## src/itcr_pkg.sv

```systemverilog
// Shared constants, types and helpers for the integer to radix text unit.
package itcr_pkg;

  localparam int ALPHABET_SLOTS_DFLT = 64;
  localparam int VALUE_BITS_DFLT     = 32;

  localparam int CFG_REGS   = 8;
  localparam int CFG_IDX_W  = 4;
  localparam int CFG_DATA_W = 64;
  localparam int CHAR_W     = 8;
  localparam int SEEN_W     = 128;

  localparam logic [CHAR_W-1:0] CH_LO_A    = 8'h61;
  localparam logic [CHAR_W-1:0] CH_LO_Z    = 8'h7A;
  localparam logic [CHAR_W-1:0] CH_UP_A    = 8'h41;
  localparam logic [CHAR_W-1:0] CH_UP_Z    = 8'h5A;
  localparam logic [CHAR_W-1:0] CH_D0      = 8'h30;
  localparam logic [CHAR_W-1:0] CH_D9      = 8'h39;
  localparam logic [CHAR_W-1:0] MINUS_CODE = 8'h2D;

  typedef struct packed {
    logic scan;
    logic look;
  } alpha_req_t;

  typedef struct packed {
    logic done;
    logic ok;
  } scan_stat_t;

  typedef struct packed {
    logic done;
    logic nz;
  } div_stat_t;

  function automatic logic is_alnum(input logic [CHAR_W-1:0] c);
    return (c >= CH_LO_A && c <= CH_LO_Z) ||
           (c >= CH_UP_A && c <= CH_UP_Z) ||
           (c >= CH_D0 && c <= CH_D9);
  endfunction

endpackage

```

## src/itcr_num_if.sv

```systemverilog
// Input channel: one signed number per beat.
interface itcr_num_if #(
  parameter int VALUE_BITS = itcr_pkg::VALUE_BITS_DFLT
);
  logic                         valid;
  logic                         ready;
  logic signed [VALUE_BITS-1:0] number_in;

  modport source (output valid, output number_in, input ready);
  modport sink (input valid, input number_in, output ready);
endinterface

```

## src/itcr_char_if.sv

```systemverilog
// Output channel: one character per beat, with an end-of-number flag.
interface itcr_char_if;
  logic                          valid;
  logic                          ready;
  logic [itcr_pkg::CHAR_W-1:0]   char_code;
  logic                          last_char;

  modport source (output valid, output char_code, output last_char, input ready);
  modport sink (input valid, input char_code, input last_char, output ready);
endinterface

```

## src/itcr_alpha.sv

```systemverilog
// Alphabet row store with byte-serial validation scan and digit-to-character lookup.
module itcr_alpha #(
  parameter int ALPHABET_SLOTS = itcr_pkg::ALPHABET_SLOTS_DFLT
) (
  input  logic                                clk_i,
  input  logic                                rst_ni,
  input  logic                                cfg_we_i,
  input  logic [itcr_pkg::CFG_IDX_W-1:0]      cfg_idx_i,
  input  logic [itcr_pkg::CFG_DATA_W-1:0]     cfg_data_i,
  input  itcr_pkg::alpha_req_t                req_i,
  input  logic [$clog2(ALPHABET_SLOTS)-1:0]   digit_i,
  output itcr_pkg::scan_stat_t                stat_o,
  output logic [$clog2(ALPHABET_SLOTS+1)-1:0] len_o,
  output logic [itcr_pkg::CHAR_W-1:0]         char_o
);

  localparam int Rows = (ALPHABET_SLOTS + 7) / 8;
  localparam int RowW = (Rows > 1) ? $clog2(Rows) : 1;
  localparam int LenW = $clog2(ALPHABET_SLOTS + 1);

  localparam logic [1:0] S_IDLE = 2'd0;
  localparam logic [1:0] S_RD   = 2'd1;
  localparam logic [1:0] S_BYTE = 2'd2;

  logic [itcr_pkg::CFG_DATA_W-1:0] alpha_mem_q [Rows];
  logic [Rows-1:0]                 row_vld_q;
  logic [itcr_pkg::CFG_DATA_W-1:0] sh_q;
  logic [2:0]                      sel_q;
  logic [1:0]                      st_q, st_d;
  logic [LenW-1:0]                 k_q, k_d, k_inc;
  logic [2:0]                      bc_q, bc_d;
  logic [RowW-1:0]                 row_q, row_d;
  logic                            ok_q, ok_d;
  logic                            done_q, done_d;
  logic [itcr_pkg::SEEN_W-1:0]     seen_q;
  logic                            clr_seen, set_seen;
  logic                            cfg_hit;
  logic [RowW-1:0]                 cfg_row;
  logic [8:0]                      dig_ext;
  logic [RowW-1:0]                 look_row, rd_row;
  logic                            rd_en;
  logic [itcr_pkg::CHAR_W-1:0]     c;

  assign cfg_hit  = cfg_idx_i < itcr_pkg::CFG_IDX_W'(Rows);
  assign cfg_row  = RowW'(cfg_idx_i);
  assign dig_ext  = 9'(digit_i);
  assign look_row = RowW'(dig_ext[8:3]);
  assign rd_en    = (st_q == S_RD) || req_i.look;
  assign rd_row   = (st_q == S_RD) ? row_q : look_row;
  assign c        = sh_q[7:0];
  assign k_inc    = k_q + 1'b1;

  always_ff @(posedge clk_i) begin
    if (cfg_we_i && cfg_hit) begin
      alpha_mem_q[cfg_row] <= cfg_data_i;
    end
  end

  // a row never written reads as zero, i.e. an empty alphabet
  always_ff @(posedge clk_i or negedge rst_ni) begin
    if (!rst_ni) begin
      row_vld_q <= '0;
    end else if (cfg_we_i && cfg_hit) begin
      row_vld_q[cfg_row] <= 1'b1;
    end
  end

  // read register doubles as the byte shift line during the scan
  always_ff @(posedge clk_i) begin
    if (rd_en) begin
      sh_q <= row_vld_q[rd_row] ? alpha_mem_q[rd_row] : '0;
    end else if (st_q == S_BYTE) begin
      sh_q <= {8'h00, sh_q[itcr_pkg::CFG_DATA_W-1:8]};
    end
    if (req_i.look) begin
      sel_q <= dig_ext[2:0];
    end
  end

  always_comb begin
    st_d     = st_q;
    k_d      = k_q;
    bc_d     = bc_q;
    row_d    = row_q;
    ok_d     = ok_q;
    done_d   = 1'b0;
    clr_seen = 1'b0;
    set_seen = 1'b0;
    case (st_q)
      S_IDLE: begin
        if (req_i.scan) begin
          st_d     = S_RD;
          k_d      = '0;
          bc_d     = '0;
          row_d    = '0;
          ok_d     = 1'b1;
          clr_seen = 1'b1;
        end
      end
      S_RD: begin
        st_d = S_BYTE;
      end
      S_BYTE: begin
        if (c == '0) begin
          st_d   = S_IDLE;
          done_d = 1'b1;
        end else if (!itcr_pkg::is_alnum(c) || seen_q[c[6:0]]) begin
          ok_d   = 1'b0;
          st_d   = S_IDLE;
          done_d = 1'b1;
        end else begin
          set_seen = 1'b1;
          k_d      = k_inc;
          if (k_inc == LenW'(ALPHABET_SLOTS)) begin
            st_d   = S_IDLE;
            done_d = 1'b1;
          end else if (bc_q == 3'd7) begin
            bc_d  = '0;
            row_d = row_q + 1'b1;
            st_d  = S_RD;
          end else begin
            bc_d = bc_q + 1'b1;
          end
        end
      end
      default: begin
        st_d = S_IDLE;
      end
    endcase
  end

  always_ff @(posedge clk_i or negedge rst_ni) begin
    if (!rst_ni) begin
      st_q   <= S_IDLE;
      done_q <= 1'b0;
    end else begin
      st_q   <= st_d;
      done_q <= done_d;
    end
  end

  always_ff @(posedge clk_i) begin
    k_q   <= k_d;
    bc_q  <= bc_d;
    row_q <= row_d;
    ok_q  <= ok_d;
    if (clr_seen) begin
      seen_q <= '0;
    end else if (set_seen) begin
      seen_q[c[6:0]] <= 1'b1;
    end
  end

  assign stat_o.done = done_q;
  assign stat_o.ok   = ok_q && (k_q >= LenW'(2));
  assign len_o       = k_q;
  assign char_o      = sh_q[{sel_q, 3'b000} +: 8];

endmodule

```

## src/itcr_div.sv

```systemverilog
// Bit-serial restoring divider: one quotient bit per cycle.
module itcr_div #(
  parameter int VALUE_BITS     = itcr_pkg::VALUE_BITS_DFLT,
  parameter int ALPHABET_SLOTS = itcr_pkg::ALPHABET_SLOTS_DFLT
) (
  input  logic                                clk_i,
  input  logic                                rst_ni,
  input  logic                                start_i,
  input  logic [VALUE_BITS-1:0]               dividend_i,
  input  logic [$clog2(ALPHABET_SLOTS+1)-1:0] divisor_i,
  output itcr_pkg::div_stat_t                 stat_o,
  output logic [VALUE_BITS-1:0]               quot_o,
  output logic [$clog2(ALPHABET_SLOTS)-1:0]   rem_o
);

  localparam int LenW = $clog2(ALPHABET_SLOTS + 1);
  localparam int DigW = $clog2(ALPHABET_SLOTS);
  localparam int CntW = $clog2(VALUE_BITS);

  logic                  busy_q, done_q;
  logic [CntW-1:0]       cnt_q;
  logic [VALUE_BITS-1:0] q_q;
  logic [LenW-1:0]       rem_q, rem_nxt;
  logic                  nz_q;
  logic [LenW:0]         trial, diff;
  logic                  ge;

  assign trial   = {rem_q, q_q[VALUE_BITS-1]};
  assign ge      = trial >= {1'b0, divisor_i};
  assign diff    = trial - {1'b0, divisor_i};
  assign rem_nxt = ge ? diff[LenW-1:0] : trial[LenW-1:0];

  always_ff @(posedge clk_i or negedge rst_ni) begin
    if (!rst_ni) begin
      busy_q <= 1'b0;
      done_q <= 1'b0;
      cnt_q  <= '0;
    end else begin
      done_q <= 1'b0;
      if (start_i) begin
        busy_q <= 1'b1;
        cnt_q  <= '0;
      end else if (busy_q) begin
        cnt_q <= cnt_q + 1'b1;
        if (cnt_q == CntW'(VALUE_BITS - 1)) begin
          busy_q <= 1'b0;
          done_q <= 1'b1;
        end
      end
    end
  end

  // dividend bits leave at the top while quotient bits enter at the bottom
  always_ff @(posedge clk_i) begin
    if (start_i) begin
      q_q   <= dividend_i;
      rem_q <= '0;
      nz_q  <= 1'b0;
    end else if (busy_q) begin
      q_q   <= {q_q[VALUE_BITS-2:0], ge};
      rem_q <= rem_nxt;
      nz_q  <= nz_q | ge;
    end
  end

  assign stat_o.done = done_q;
  assign stat_o.nz   = nz_q;
  assign quot_o      = q_q;
  assign rem_o       = DigW'(rem_q);

endmodule

```

## src/itcr_seq.sv

```systemverilog
// Item sequencer: digit stack, sign handling and the output register.
module itcr_seq #(
  parameter int VALUE_BITS     = itcr_pkg::VALUE_BITS_DFLT,
  parameter int ALPHABET_SLOTS = itcr_pkg::ALPHABET_SLOTS_DFLT
) (
  input  logic                              clk_i,
  input  logic                              rst_ni,
  input  logic                              in_valid_i,
  output logic                              in_ready_o,
  input  logic [VALUE_BITS-1:0]             number_i,
  output logic                              out_valid_o,
  input  logic                              out_ready_i,
  output logic [itcr_pkg::CHAR_W-1:0]       char_code_o,
  output logic                              last_char_o,
  output itcr_pkg::alpha_req_t              alpha_req_o,
  output logic [$clog2(ALPHABET_SLOTS)-1:0] digit_o,
  input  itcr_pkg::scan_stat_t              scan_stat_i,
  input  logic [itcr_pkg::CHAR_W-1:0]       alpha_char_i,
  output logic                              div_start_o,
  output logic [VALUE_BITS-1:0]             dividend_o,
  input  itcr_pkg::div_stat_t               div_stat_i,
  input  logic [VALUE_BITS-1:0]             quot_i,
  input  logic [$clog2(ALPHABET_SLOTS)-1:0] rem_i
);

  localparam int DigW = $clog2(ALPHABET_SLOTS);
  localparam int StkW = $clog2(VALUE_BITS);
  localparam int NdW  = $clog2(VALUE_BITS + 1);

  localparam logic [2:0] S_IDLE   = 3'd0;
  localparam logic [2:0] S_SCAN   = 3'd1;
  localparam logic [2:0] S_DSTART = 3'd2;
  localparam logic [2:0] S_DIV    = 3'd3;
  localparam logic [2:0] S_SIGN   = 3'd4;
  localparam logic [2:0] S_POP    = 3'd5;
  localparam logic [2:0] S_LOOK   = 3'd6;
  localparam logic [2:0] S_EMIT   = 3'd7;

  logic [2:0]                  st_q, st_d;
  logic                        neg_q;
  logic [VALUE_BITS-1:0]       mag_q;
  logic [NdW-1:0]              nd_q, nd_dec;
  logic [DigW-1:0]             stk_q [VALUE_BITS];
  logic [DigW-1:0]             stk_rd_q;
  logic                        out_vld_q;
  logic [itcr_pkg::CHAR_W-1:0] out_char_q;
  logic                        out_last_q;
  logic                        accept, out_free, push, pop, emit_sign, emit_dig;

  assign in_ready_o = (st_q == S_IDLE);
  assign accept     = in_valid_i && in_ready_o;
  assign out_free   = !out_vld_q || out_ready_i;
  assign push       = (st_q == S_DIV) && div_stat_i.done;
  assign pop        = (st_q == S_POP) && (nd_q != '0);
  assign emit_sign  = (st_q == S_SIGN) && neg_q && out_free;
  assign emit_dig   = (st_q == S_EMIT) && out_free;
  assign nd_dec     = nd_q - 1'b1;

  assign alpha_req_o.scan = accept;
  assign alpha_req_o.look = (st_q == S_LOOK);
  assign digit_o          = stk_rd_q;
  assign div_start_o      = (st_q == S_DSTART);
  assign dividend_o       = mag_q;

  always_comb begin
    st_d = st_q;
    case (st_q)
      S_IDLE: begin
        if (accept) st_d = S_SCAN;
      end
      S_SCAN: begin
        if (scan_stat_i.done) st_d = scan_stat_i.ok ? S_DSTART : S_IDLE;
      end
      S_DSTART: begin
        st_d = S_DIV;
      end
      S_DIV: begin
        if (div_stat_i.done) st_d = div_stat_i.nz ? S_DSTART : S_SIGN;
      end
      S_SIGN: begin
        if (!neg_q || out_free) st_d = S_POP;
      end
      S_POP: begin
        st_d = (nd_q == '0) ? S_IDLE : S_LOOK;
      end
      S_LOOK: begin
        st_d = S_EMIT;
      end
      S_EMIT: begin
        if (out_free) st_d = S_POP;
      end
      default: begin
        st_d = S_IDLE;
      end
    endcase
  end

  always_ff @(posedge clk_i or negedge rst_ni) begin
    if (!rst_ni) begin
      st_q      <= S_IDLE;
      nd_q      <= '0;
      out_vld_q <= 1'b0;
    end else begin
      st_q <= st_d;
      if (accept) begin
        nd_q <= '0;
      end else if (push) begin
        nd_q <= nd_q + 1'b1;
      end else if (pop) begin
        nd_q <= nd_dec;
      end
      if (emit_sign || emit_dig) begin
        out_vld_q <= 1'b1;
      end else if (out_ready_i) begin
        out_vld_q <= 1'b0;
      end
    end
  end

  always_ff @(posedge clk_i) begin
    if (accept) begin
      neg_q <= number_i[VALUE_BITS-1];
      mag_q <= number_i[VALUE_BITS-1] ? (~number_i + VALUE_BITS'(1)) : number_i;
    end else if (push) begin
      mag_q <= quot_i;
    end
    // digits come out least significant first, so they go out through a stack
    if (push) begin
      stk_q[nd_q[StkW-1:0]] <= rem_i;
    end
    if (pop) begin
      stk_rd_q <= stk_q[nd_dec[StkW-1:0]];
    end
    if (emit_sign) begin
      out_char_q <= itcr_pkg::MINUS_CODE;
      out_last_q <= 1'b0;
    end else if (emit_dig) begin
      out_char_q <= alpha_char_i;
      out_last_q <= (nd_q == '0);
    end
  end

  assign out_valid_o = out_vld_q;
  assign char_code_o = out_char_q;
  assign last_char_o = out_last_q;

endmodule

```

## src/integer_to_custom_radix_text_unit.sv

```systemverilog
// Top level of the integer to custom radix text unit.
// Converts each signed number on num_i into text on char_o, one character per beat: a minus
// sign for negative values, then the digits most significant first with last_char set on the
// final one. The radix and digit characters come from the alphabet written through the cfg
// port (register i holds bytes 8i..8i+7, byte 8i in bits 7:0, a zero byte ends it); an
// alphabet shorter than two characters, with a character that is not a letter or a decimal
// digit, or with a repeated character produces no output at all. One number is handled at a
// time. Per number, the alphabet is first validated by reading it row by row, eight characters
// per row, and checking each byte (a short alphabet validates sooner); then each digit takes
// one division in the bit-serial divider, then each digit is looked up and emitted, with a
// sign step before the digits and a final step to finish. The divider loop dominates, so
// larger radices, with fewer digits, take far less time. The last character may still wait
// at the output while the next number is taken in.
module integer_to_custom_radix_text_unit #(
  parameter int ALPHABET_SLOTS = itcr_pkg::ALPHABET_SLOTS_DFLT,
  parameter int VALUE_BITS     = itcr_pkg::VALUE_BITS_DFLT
) (
  input  logic                            clk_i,
  input  logic                            rst_ni,
  input  logic                            cfg_we_i,
  input  logic [itcr_pkg::CFG_IDX_W-1:0]  cfg_idx_i,
  input  logic [itcr_pkg::CFG_DATA_W-1:0] cfg_data_i,
  itcr_num_if.sink                        num_i,
  itcr_char_if.source                     char_o
);

  localparam int LenW = $clog2(ALPHABET_SLOTS + 1);
  localparam int DigW = $clog2(ALPHABET_SLOTS);

  itcr_pkg::alpha_req_t        alpha_req;
  itcr_pkg::scan_stat_t        scan_stat;
  itcr_pkg::div_stat_t         div_stat;
  logic [DigW-1:0]             digit, rem;
  logic [LenW-1:0]             alpha_len;
  logic [itcr_pkg::CHAR_W-1:0] alpha_char;
  logic                        div_start;
  logic [VALUE_BITS-1:0]       dividend, quot, number;
  logic                        in_ready, out_valid, last_char;
  logic [itcr_pkg::CHAR_W-1:0] char_code;

  assign number         = $unsigned(num_i.number_in);
  assign num_i.ready    = in_ready;
  assign char_o.valid     = out_valid;
  assign char_o.char_code = char_code;
  assign char_o.last_char = last_char;

  itcr_alpha #(
    .ALPHABET_SLOTS (ALPHABET_SLOTS)
  ) u_alpha (
    .clk_i      (clk_i),
    .rst_ni     (rst_ni),
    .cfg_we_i   (cfg_we_i),
    .cfg_idx_i  (cfg_idx_i),
    .cfg_data_i (cfg_data_i),
    .req_i      (alpha_req),
    .digit_i    (digit),
    .stat_o     (scan_stat),
    .len_o      (alpha_len),
    .char_o     (alpha_char)
  );

  itcr_div #(
    .VALUE_BITS     (VALUE_BITS),
    .ALPHABET_SLOTS (ALPHABET_SLOTS)
  ) u_div (
    .clk_i      (clk_i),
    .rst_ni     (rst_ni),
    .start_i    (div_start),
    .dividend_i (dividend),
    .divisor_i  (alpha_len),
    .stat_o     (div_stat),
    .quot_o     (quot),
    .rem_o      (rem)
  );

  itcr_seq #(
    .VALUE_BITS     (VALUE_BITS),
    .ALPHABET_SLOTS (ALPHABET_SLOTS)
  ) u_seq (
    .clk_i        (clk_i),
    .rst_ni       (rst_ni),
    .in_valid_i   (num_i.valid),
    .in_ready_o   (in_ready),
    .number_i     (number),
    .out_valid_o  (out_valid),
    .out_ready_i  (char_o.ready),
    .char_code_o  (char_code),
    .last_char_o  (last_char),
    .alpha_req_o  (alpha_req),
    .digit_o      (digit),
    .scan_stat_i  (scan_stat),
    .alpha_char_i (alpha_char),
    .div_start_o  (div_start),
    .dividend_o   (dividend),
    .div_stat_i   (div_stat),
    .quot_i       (quot),
    .rem_i        (rem)
  );

endmodule

```

## src/flat_wrapper.sv

```systemverilog
// flat-port wrapper written by rule: the top's interface ports become plain ports
module integer_to_custom_radix_text_unit_flat 
#(
  parameter int ALPHABET_SLOTS = itcr_pkg::ALPHABET_SLOTS_DFLT,
  parameter int VALUE_BITS     = itcr_pkg::VALUE_BITS_DFLT
)
  (clk_i, rst_ni, cfg_we_i, cfg_idx_i, cfg_data_i, num_i_valid, num_i_number_in, num_i_ready, char_o_valid, char_o_char_code, char_o_last_char, char_o_ready);
  itcr_num_if #(.VALUE_BITS(VALUE_BITS)) num_i_i ();
  itcr_char_if char_o_i ();
  input  logic clk_i;
  input  logic rst_ni;
  input  logic cfg_we_i;
  input  logic [itcr_pkg::CFG_IDX_W-1:0] cfg_idx_i;
  input  logic [itcr_pkg::CFG_DATA_W-1:0] cfg_data_i;
  input wire logic [$bits(num_i_i.valid)-1:0] num_i_valid;
  input wire logic [$bits(num_i_i.number_in)-1:0] num_i_number_in;
  output wire logic [$bits(num_i_i.ready)-1:0] num_i_ready;
  output wire logic [$bits(char_o_i.valid)-1:0] char_o_valid;
  output wire logic [$bits(char_o_i.char_code)-1:0] char_o_char_code;
  output wire logic [$bits(char_o_i.last_char)-1:0] char_o_last_char;
  input wire logic [$bits(char_o_i.ready)-1:0] char_o_ready;
  assign num_i_i.valid = num_i_valid;
  assign num_i_i.number_in = num_i_number_in;
  assign num_i_ready = num_i_i.ready;
  assign char_o_valid = char_o_i.valid;
  assign char_o_char_code = char_o_i.char_code;
  assign char_o_last_char = char_o_i.last_char;
  assign char_o_i.ready = char_o_ready;
  integer_to_custom_radix_text_unit #(.ALPHABET_SLOTS(ALPHABET_SLOTS), .VALUE_BITS(VALUE_BITS)) u_core (.clk_i(clk_i), .rst_ni(rst_ni), .cfg_we_i(cfg_we_i), .cfg_idx_i(cfg_idx_i), .cfg_data_i(cfg_data_i), .num_i(num_i_i), .char_o(char_o_i));
endmodule
```

## config.mk

```make
export PLATFORM = sky130hd
export DESIGN_NAME = integer_to_custom_radix_text_unit_flat
export DESIGN_NICKNAME = d
export VERILOG_FILES = /design/src/itcr_pkg.sv /design/src/itcr_num_if.sv /design/src/itcr_char_if.sv /design/src/itcr_alpha.sv /design/src/itcr_div.sv /design/src/itcr_seq.sv /design/src/integer_to_custom_radix_text_unit.sv /design/src/flat_wrapper.sv
export SDC_FILE = /design/constraint.sdc
export NUM_CORES = 1
export LEC_CHECK = 0
export ABC_AREA = 1
export BUFFER_PORTS_ARGS = -buffer_cell sky130_fd_sc_hd__buf_2
export CORE_MARGIN = 2
export CORE_UTILIZATION = 55
export DETAILED_ROUTE_END_ITERATION = 8
export MAX_ROUTING_LAYER = met4
export PLACE_DENSITY_LB_ADDON = 0.05
export SYNTH_ARGS = -nofsm -noshare
export SYNTH_HDL_FRONTEND = slang
export SYNTH_HIERARCHICAL = 1
export SYNTH_SLANG_ARGS = --single-unit
```

## constraint.sdc

```tcl
create_clock -name clk_i -period 4.3 [get_ports clk_i]
set_input_delay 0.43 -clock clk_i [delete_from_list [all_inputs] [get_ports clk_i]]
set_output_delay 0.43 -clock clk_i [all_outputs]
set_load 0.01 [all_outputs]
```

# Word-level counts from Yosys, hierarchy flattened
# Memories as Yosys holds them, arrays and structs flattened. A register that Yosys moved wholly into a read port is not among the register bits.
# Cells that the tools add are included.
[word_totals]
regBits = 319
ram_bits = 704
input_bits = 105
wordCells = 194
mem_count = 2
[memory_table]
columns = ["name", "words", "word_bits", "rd", "rd_ports_with_merged_regs", "write_ports", "line_no", "text"]
rows = [
  ["u_core.u_alpha.alpha_mem_q", 8, 64, 1, 0, 1, "itcr_alpha.sv:25", "logic [itcr_pkg::CFG_DATA_W-1:0] alpha_mem_q [Rows];"],
  ["u_core.u_seq.stk_q", 32, 6, 1, 1, 1, "itcr_seq.sv:43", "logic [DigW-1:0] stk_q [VALUE_BITS];"],
]
[classes]
n_addsub = 8
n_lt_le_gt_ge = 14
n_eq_ne = 24
shift = 1
muxes = 78
bitwise_logic = 4
n_reduce_logical = 40
[op_table]
columns = ["operator", "n"]
rows = [
  ["$mux W64", 3],
  ["$mux W32", 5],
  ["$or A128 B128 Y128", 1],
  ["$shiftx A64 B7 Y8", 1],
  ["$mux W3", 17],
  ["$add A32 B1 Y32 const B", 1],
  ["$not A32 Y32", 1],
  ["$mux W1", 28],
  ["$mux W7", 4],
  ["$pmux W3 S8", 1],
  ["$mux W6", 3],
  ["$ge A8 B7 Y1 const B", 2],
  ["$le A8 B7 Y1 const B", 2],
  ["$eq A3 B3 Y1 const B", 5],
  ["$pmux W7 S2", 1],
  ["$logic_and A1 B1 Y1", 13],
  ["$mux W2", 6],
  ["$ne A2 B1 Y1 const B", 6],
  ["$pmux W3 S2", 2],
  ["$mux W5", 2],
  ["$ne A2 B2 Y1 const B", 5],
  ["$reduce_and A5 Y1", 2],
  ["$reduce_bool A2 Y1", 5],
  ["$ge A8 B6 Y1 const B", 1],
  ["40 further kinds", 52],
]

# Depth between registers and ports, before layout
[logic_depth]
depth_word = 9
depth_mapped = 18
mapped_depth_nobuf = 16

# By module
# The synthesis kept the hierarchy.
[modules_own_cells]
columns = ["mod", "n_inst", "cells_each", "area_each_um2"]
rows = [
  ["itcr_alpha", 1, 2850, 29940.0],
  ["itcr_seq", 1, 1118, 11434.7],
  ["itcr_div", 1, 296, 2468.6],
]

# Worst setup path before layout
# Ideal clock, no wire load.
[synth_timing]
path_type = "input port to flip-flop"
start = "in cfg_we_i"
end = "mem u_core/u_alpha/alpha_mem_q[3][0] in the netlist's numbering (enable)"
t_arrival_ps = 3389
setup_slack_ps = 424
stages = 4
n_path_buf = 0
cell_sequence = "inv_1 -> nor2_1 -> nand2_1 -> nor2_1"
[synth_between]
elab_chain_len = 3
[synth_rtl]
columns = ["item", "line_no", "text"]
rows = [
  ["from (decl)", "flat_wrapper.sv:12", "input logic cfg_we_i;"],
  ["$logic_and A1 B1 Y1", "itcr_alpha.sv:54", "if (cfg_we_i && cfg_hit) begin"],
  ["$mux W1", "itcr_alpha.sv:54", ""],
  ["$mux W1 (implied by the code)", "itcr_alpha.sv:55", "alpha_mem_q[cfg_row] <= cfg_data_i;"],
  ["to (decl)", "itcr_alpha.sv:25", ""],
]
# Every way passes these cells.

# Final worst setup path
[layout_timing]
start = "reg u_core.u_alpha.st_q[0]"
end = "reg u_core/u_alpha/sh_q[1] in the netlist's numbering, data pin"
[layout_between]
elab_chain_len = 6
[layout_rtl]
columns = ["item", "line_no", "text"]
rows = [
  ["from (decl)", "itcr_alpha.sv:29", "logic [1:0] st_q, st_d;"],
  ["from (signal assigned)", "itcr_alpha.sv:137", "st_q <= st_d;"],
  ["$eq A2 B1 Y1 (*)", "itcr_alpha.sv:48, itcr_alpha.sv:49", ""],
  ["$mux W3", "itcr_alpha.sv:49", "assign rd_row = (st_q == S_RD) ? row_q : look_row;"],
  ["$bmux W1 S3", "itcr_alpha.sv:71", "sh_q <= row_vld_q[rd_row] ? alpha_mem_q[rd_row] : '0;"],
  ["$mux W1 (implied by the code)", "itcr_alpha.sv:71", ""],
  ["$mux W64", "itcr_alpha.sv:71", ""],
  ["$mux W64 (*)", "itcr_alpha.sv:70", "if (rd_en) begin"],
  ["to (signal assigned)", "itcr_alpha.sv:71", ""],
  ["to (signal assigned)", "itcr_alpha.sv:73", "sh_q <= {8'h00, sh_q[itcr_pkg::CFG_DATA_W-1:8]};"],
  ["to (decl)", "itcr_alpha.sv:27", "logic [itcr_pkg::CFG_DATA_W-1:0] sh_q;"],
]
# Every way passes the cells marked *; elsewhere a longest branch is shown, timed or not. The select of a mux whose other input is x is not followed.
# A chain may end at the register's enable or synchronous reset.

==> flow_summary.json <==
{
  "status": "finished, final reports clean",
  "viasPerCell": 5.57,
  "ctsResizeCount": 0,
  "die_h_um": 286,
  "clkLatencyLatePin_ns": 0.68,
  "fin_util_pct": 61.8,
  "layout_min_cycle_time_ns": 3.30,
  "synth-seq-cells": 1029,
  "hold_path_depth": 1,
  "dr.pass1.iters": 5,
  "slew-limit-headroom_pct": 24.4,
  "dp_hpwl_mm": 64.0,
  "p_switching_mw": 11.9,
  "regArea_um2": 29300,
  "crit_slowest_cell": "buf_12",
  "num_vias": 30422,
  "dpl_worst_slack_ns": 1.01,
  "synth_area_um2": 43800,
  "worstReg2RegEnd": "u_core/u_alpha/sh_q[1]",
  "ir_worst_vdd_mv": 0.513,
  "drt-initial-drc-count": 2792,
  "dieArea_um2": 82000,
  "leakage_nw": 18.1,
  "fin_setup_tns_ns": 0,
  "cts_buffer_depth": 3,
  "wl_mm": 109,
  "ys_seq_area_share_pct": 66.8,
  "combPwrFrac_pct": 31.4,
  "yosysTopAreaCell": "edfxtp_1",
  "maxCapViolations": 0,
  "post_cts_buffers": 0,
  "crit_type": "reg -> reg",
  "reg2reg_depth": 11,
  "end_kind": "register",
  "yosysWarnings": 6,
  "synth_fp_nets": 4390,
  "r2r_start": "u_core/u_alpha/st_q[0]",
  "slew_viol_final": 0,
  "cts_max_level": 3,
  "critPathLaunchType": "register",
  "min_from": "cfg_data_i[50]",
  "slowest_delay_ns": 0.55,
  "portBuffers": 115,
  "syn2layout_area_growth_pct": 11.4,
  "core_area_um2": 79000,
  "final_cell_mix": "1102 x nand2_1, 856 x edfxtp_1, 515 x nor2_1, 395 x nand3_1, 224 x inv_1",
  "synth_cell_types": 49,
  "powerDensity_nw_per_um2": 661,
  "clkTransAtPathRegs_ns": 0.06,
  "gp_congestion": 0.891,
  "antenna_found_initial": 11,
  "fin_crit_sh_pct": 76.7,
  "stdcell_area_um2": 48800,
  "start_util_pct": 55.5,
  "hold_class": "in -> reg",
  "layout-drive-gt1-share_pct": 8.88,
  "die_w_um": 286,
  "numCtsBuffers": 104,
  "grt_pass1_vias": 29036,
  "setup_slack_ns": 1.00,
  "drc": 0,
  "crit_chain": "inv_1 > nor2_1 > inv_1 > nand2_1 > nand2_4 > inv_8 > buf_12 > nand2_1 > nand3_1 > a21oi_1 > o31ai_1",
  "holdPathEnd": "u_core/u_alpha/alpha_mem_q[5][50]",
  "pin_count": 116,
  "switching_share_pct": 36.8,
  "wl_per_cell_um": 20.0,
  "fill_cells": 6567,
  "yosysTopAreaCellShare_pct": 58.6,
  "multiInputGateArea_um2": 12600,
  "syn_avg_cell_area_um2": 10.3,
  "grt_first_pass_wirelength_mm": 169,
  "fmax_mhz": 303,
  "arrival_ns": 3.69,
  "ant_nets": 0,
  "reg2reg_slack_ns": 1.00,
  "tightest_slew_ns": 1.13,
  "layout_commonest_cell": "nand2_1",
  "rows": 103,
  "tritoncts": "built",
  "power_frac_clock_pct": 27.5,
  "netlist_top_cells_area": "edfxtp_1 59%, nand2_1 9.5%, dfxtp_1 6.6%",
  "grt_overflow": 0,
  "cts_num_sinks": 1029,
  "grt_max_degree": 171,
  "required_ns": 4.69,
  "dp_cells": 5245,
  "cts_root_buffer": "clkbuf_16",
  "p_seq_share_pct": 41.1,
  "setup_viol": 0,
  "cts_hold_buf": 16,
  "syn_inst": 4264,
  "p_int_mw": 20.4,
  "placed_area_um2": 45300,
  "finalNetCount": 4443,
  "cp_max_fo": 142,
  "hold_violations": 0,
  "grt_usage_pct": 27.3,
  "grt_setup_unrepaired": "false",
  "final_cells": 5462,
  "finClkSkew_ns": 0.0228
}
-- power groups by stage --
stage                     clock network [mW]  registers (mW)  logic (mW)
after floorplan                            0            13.0        7.17
after global placement                     0            13.5        10.0
after detailed placement                   0            13.5        10.1
after CTS                               9.01            13.3        10.1
after global routing                    9.39            13.4        11.2
final                                   8.87            13.3        10.1
-- worst max-delay path, delay by kind of cell, from the launching register on --
| family | cells | cell delay, ns |
|---|---|---|
| buffers and inverters | 4 | 1.16 |
| AOI/OAI and AO/OA | 2 | 0.60 |
| and+or+nand+nor | 5 | 0.75 |
| DFF | 1 | 0.38 |
-- stage by stage --
stage	total power, mW	hold WS, ns
6_report	32.3	0.0260
5_1_grt	34.0	0.0185
4_1_cts	32.4	0.00256
3_5_place_dp	23.5	0.408
3_3_place_gp	23.5	0.408
2_1_floorplan	20.2	0.134
-- how the worst max path moves through the flow --
stage / startpoint / end / slack [ns]
6_report: u_core/u_alpha/st_q[0] / u_core/u_alpha/sh_q[1] / 1.00
5_1_grt: u_core/u_alpha/sh_q[0] / u_core/u_alpha/len_o[2] / 0.66
3_3_place_gp: u_core/u_alpha/st_q[0] / u_core/u_alpha/sh_q[1] / 0.97
2_1_floorplan: cfg_we_i / u_core/u_alpha/alpha_mem_q[3][0] / 0.42
4_1_cts: u_core/u_alpha/sh_q[0] / u_core/u_alpha/len_o[3] / 0.98
3_5_place_dp: u_core/u_alpha/sh_q[0] / u_core/u_alpha/len_o[4] / 1.01
-- flip-flops by register name, indices dropped and copies added, names as in the netlist, 6 cells and up --
register and flops:
u_core/u_alpha/alpha_mem_q 512, u_core/u_alpha/len_o 7, u_core/u_alpha/row_vld_q 8, u_core/u_alpha/seen_q 128, u_core/u_alpha/sh_q 64, u_core/u_div/quot_o 32
u_core/u_div/rem_q 7, u_core/u_seq/char_code_o 8, u_core/u_seq/digit_o 6, u_core/u_seq/dividend_o 32, u_core/u_seq/nd_q 6, u_core/u_seq/stk_q 192
-- cells by family after synthesis --
logic type	Yosys count	share of synthesized area, %
AND/OR/NAND/NOR	2140	20.2
XOR/XNOR	23	0.545
adder cells (fa/ha/maj)	21	0.616
buffers and inverters	495	4.74
AO/OA/AOI/OAI	556	7.07
flip-flops	1029	66.8
-- metal layers --
| layer | part of all wire [%] | vias up | GRT usage [%] |
|---|---|---|---|
| li1 | - | 14709 | - |
| met1 | 43 | 14676 | 35.6 |
| met2 | 50 | 862 | 45.2 |
| met3 | 5.3 | 175 | 3.80 |
| met4 | 2.3 | 0 | 7.45 |
| met5 | 0 | - | - |
-- layout make-up --
| class | count | share of cell area (%) |
|---|---|---|
| timing repair buffer | 189 | 2.63 |
| sequential | 1029 | 60.0 |
| multi-input combinational | 2740 | 25.8 |
| tap | 1050 | 2.69 |
| inverter | 253 | 2.00 |
| clock inverter | 45 | 0.940 |
| clock buffer | 147 | 5.94 |
| antenna | 9 | 0.0461 |
-- Yosys cell counts, drive strengths merged --
cell type	number
a21boi	2
dfxtp	145
edfxtp	856
clkbuf	138
fa	1
buf	104
o22ai	29
nor4	2
a21oi	207
clkinv	4
nor2	532
nor3	11
nand3	401
o31ai	56
o2111ai	1
nand4	71
xor2	14
o21ai	217
o21bai	1
xnor2	9
dfrtp	28
ha	20
or2	10
o41ai	1
o221ai	2
inv	249
nand3b	4
a22o	1
a31oi	10
nand2	1109
o211ai	29
Note: power is estimated with default switching activity, not from simulation.
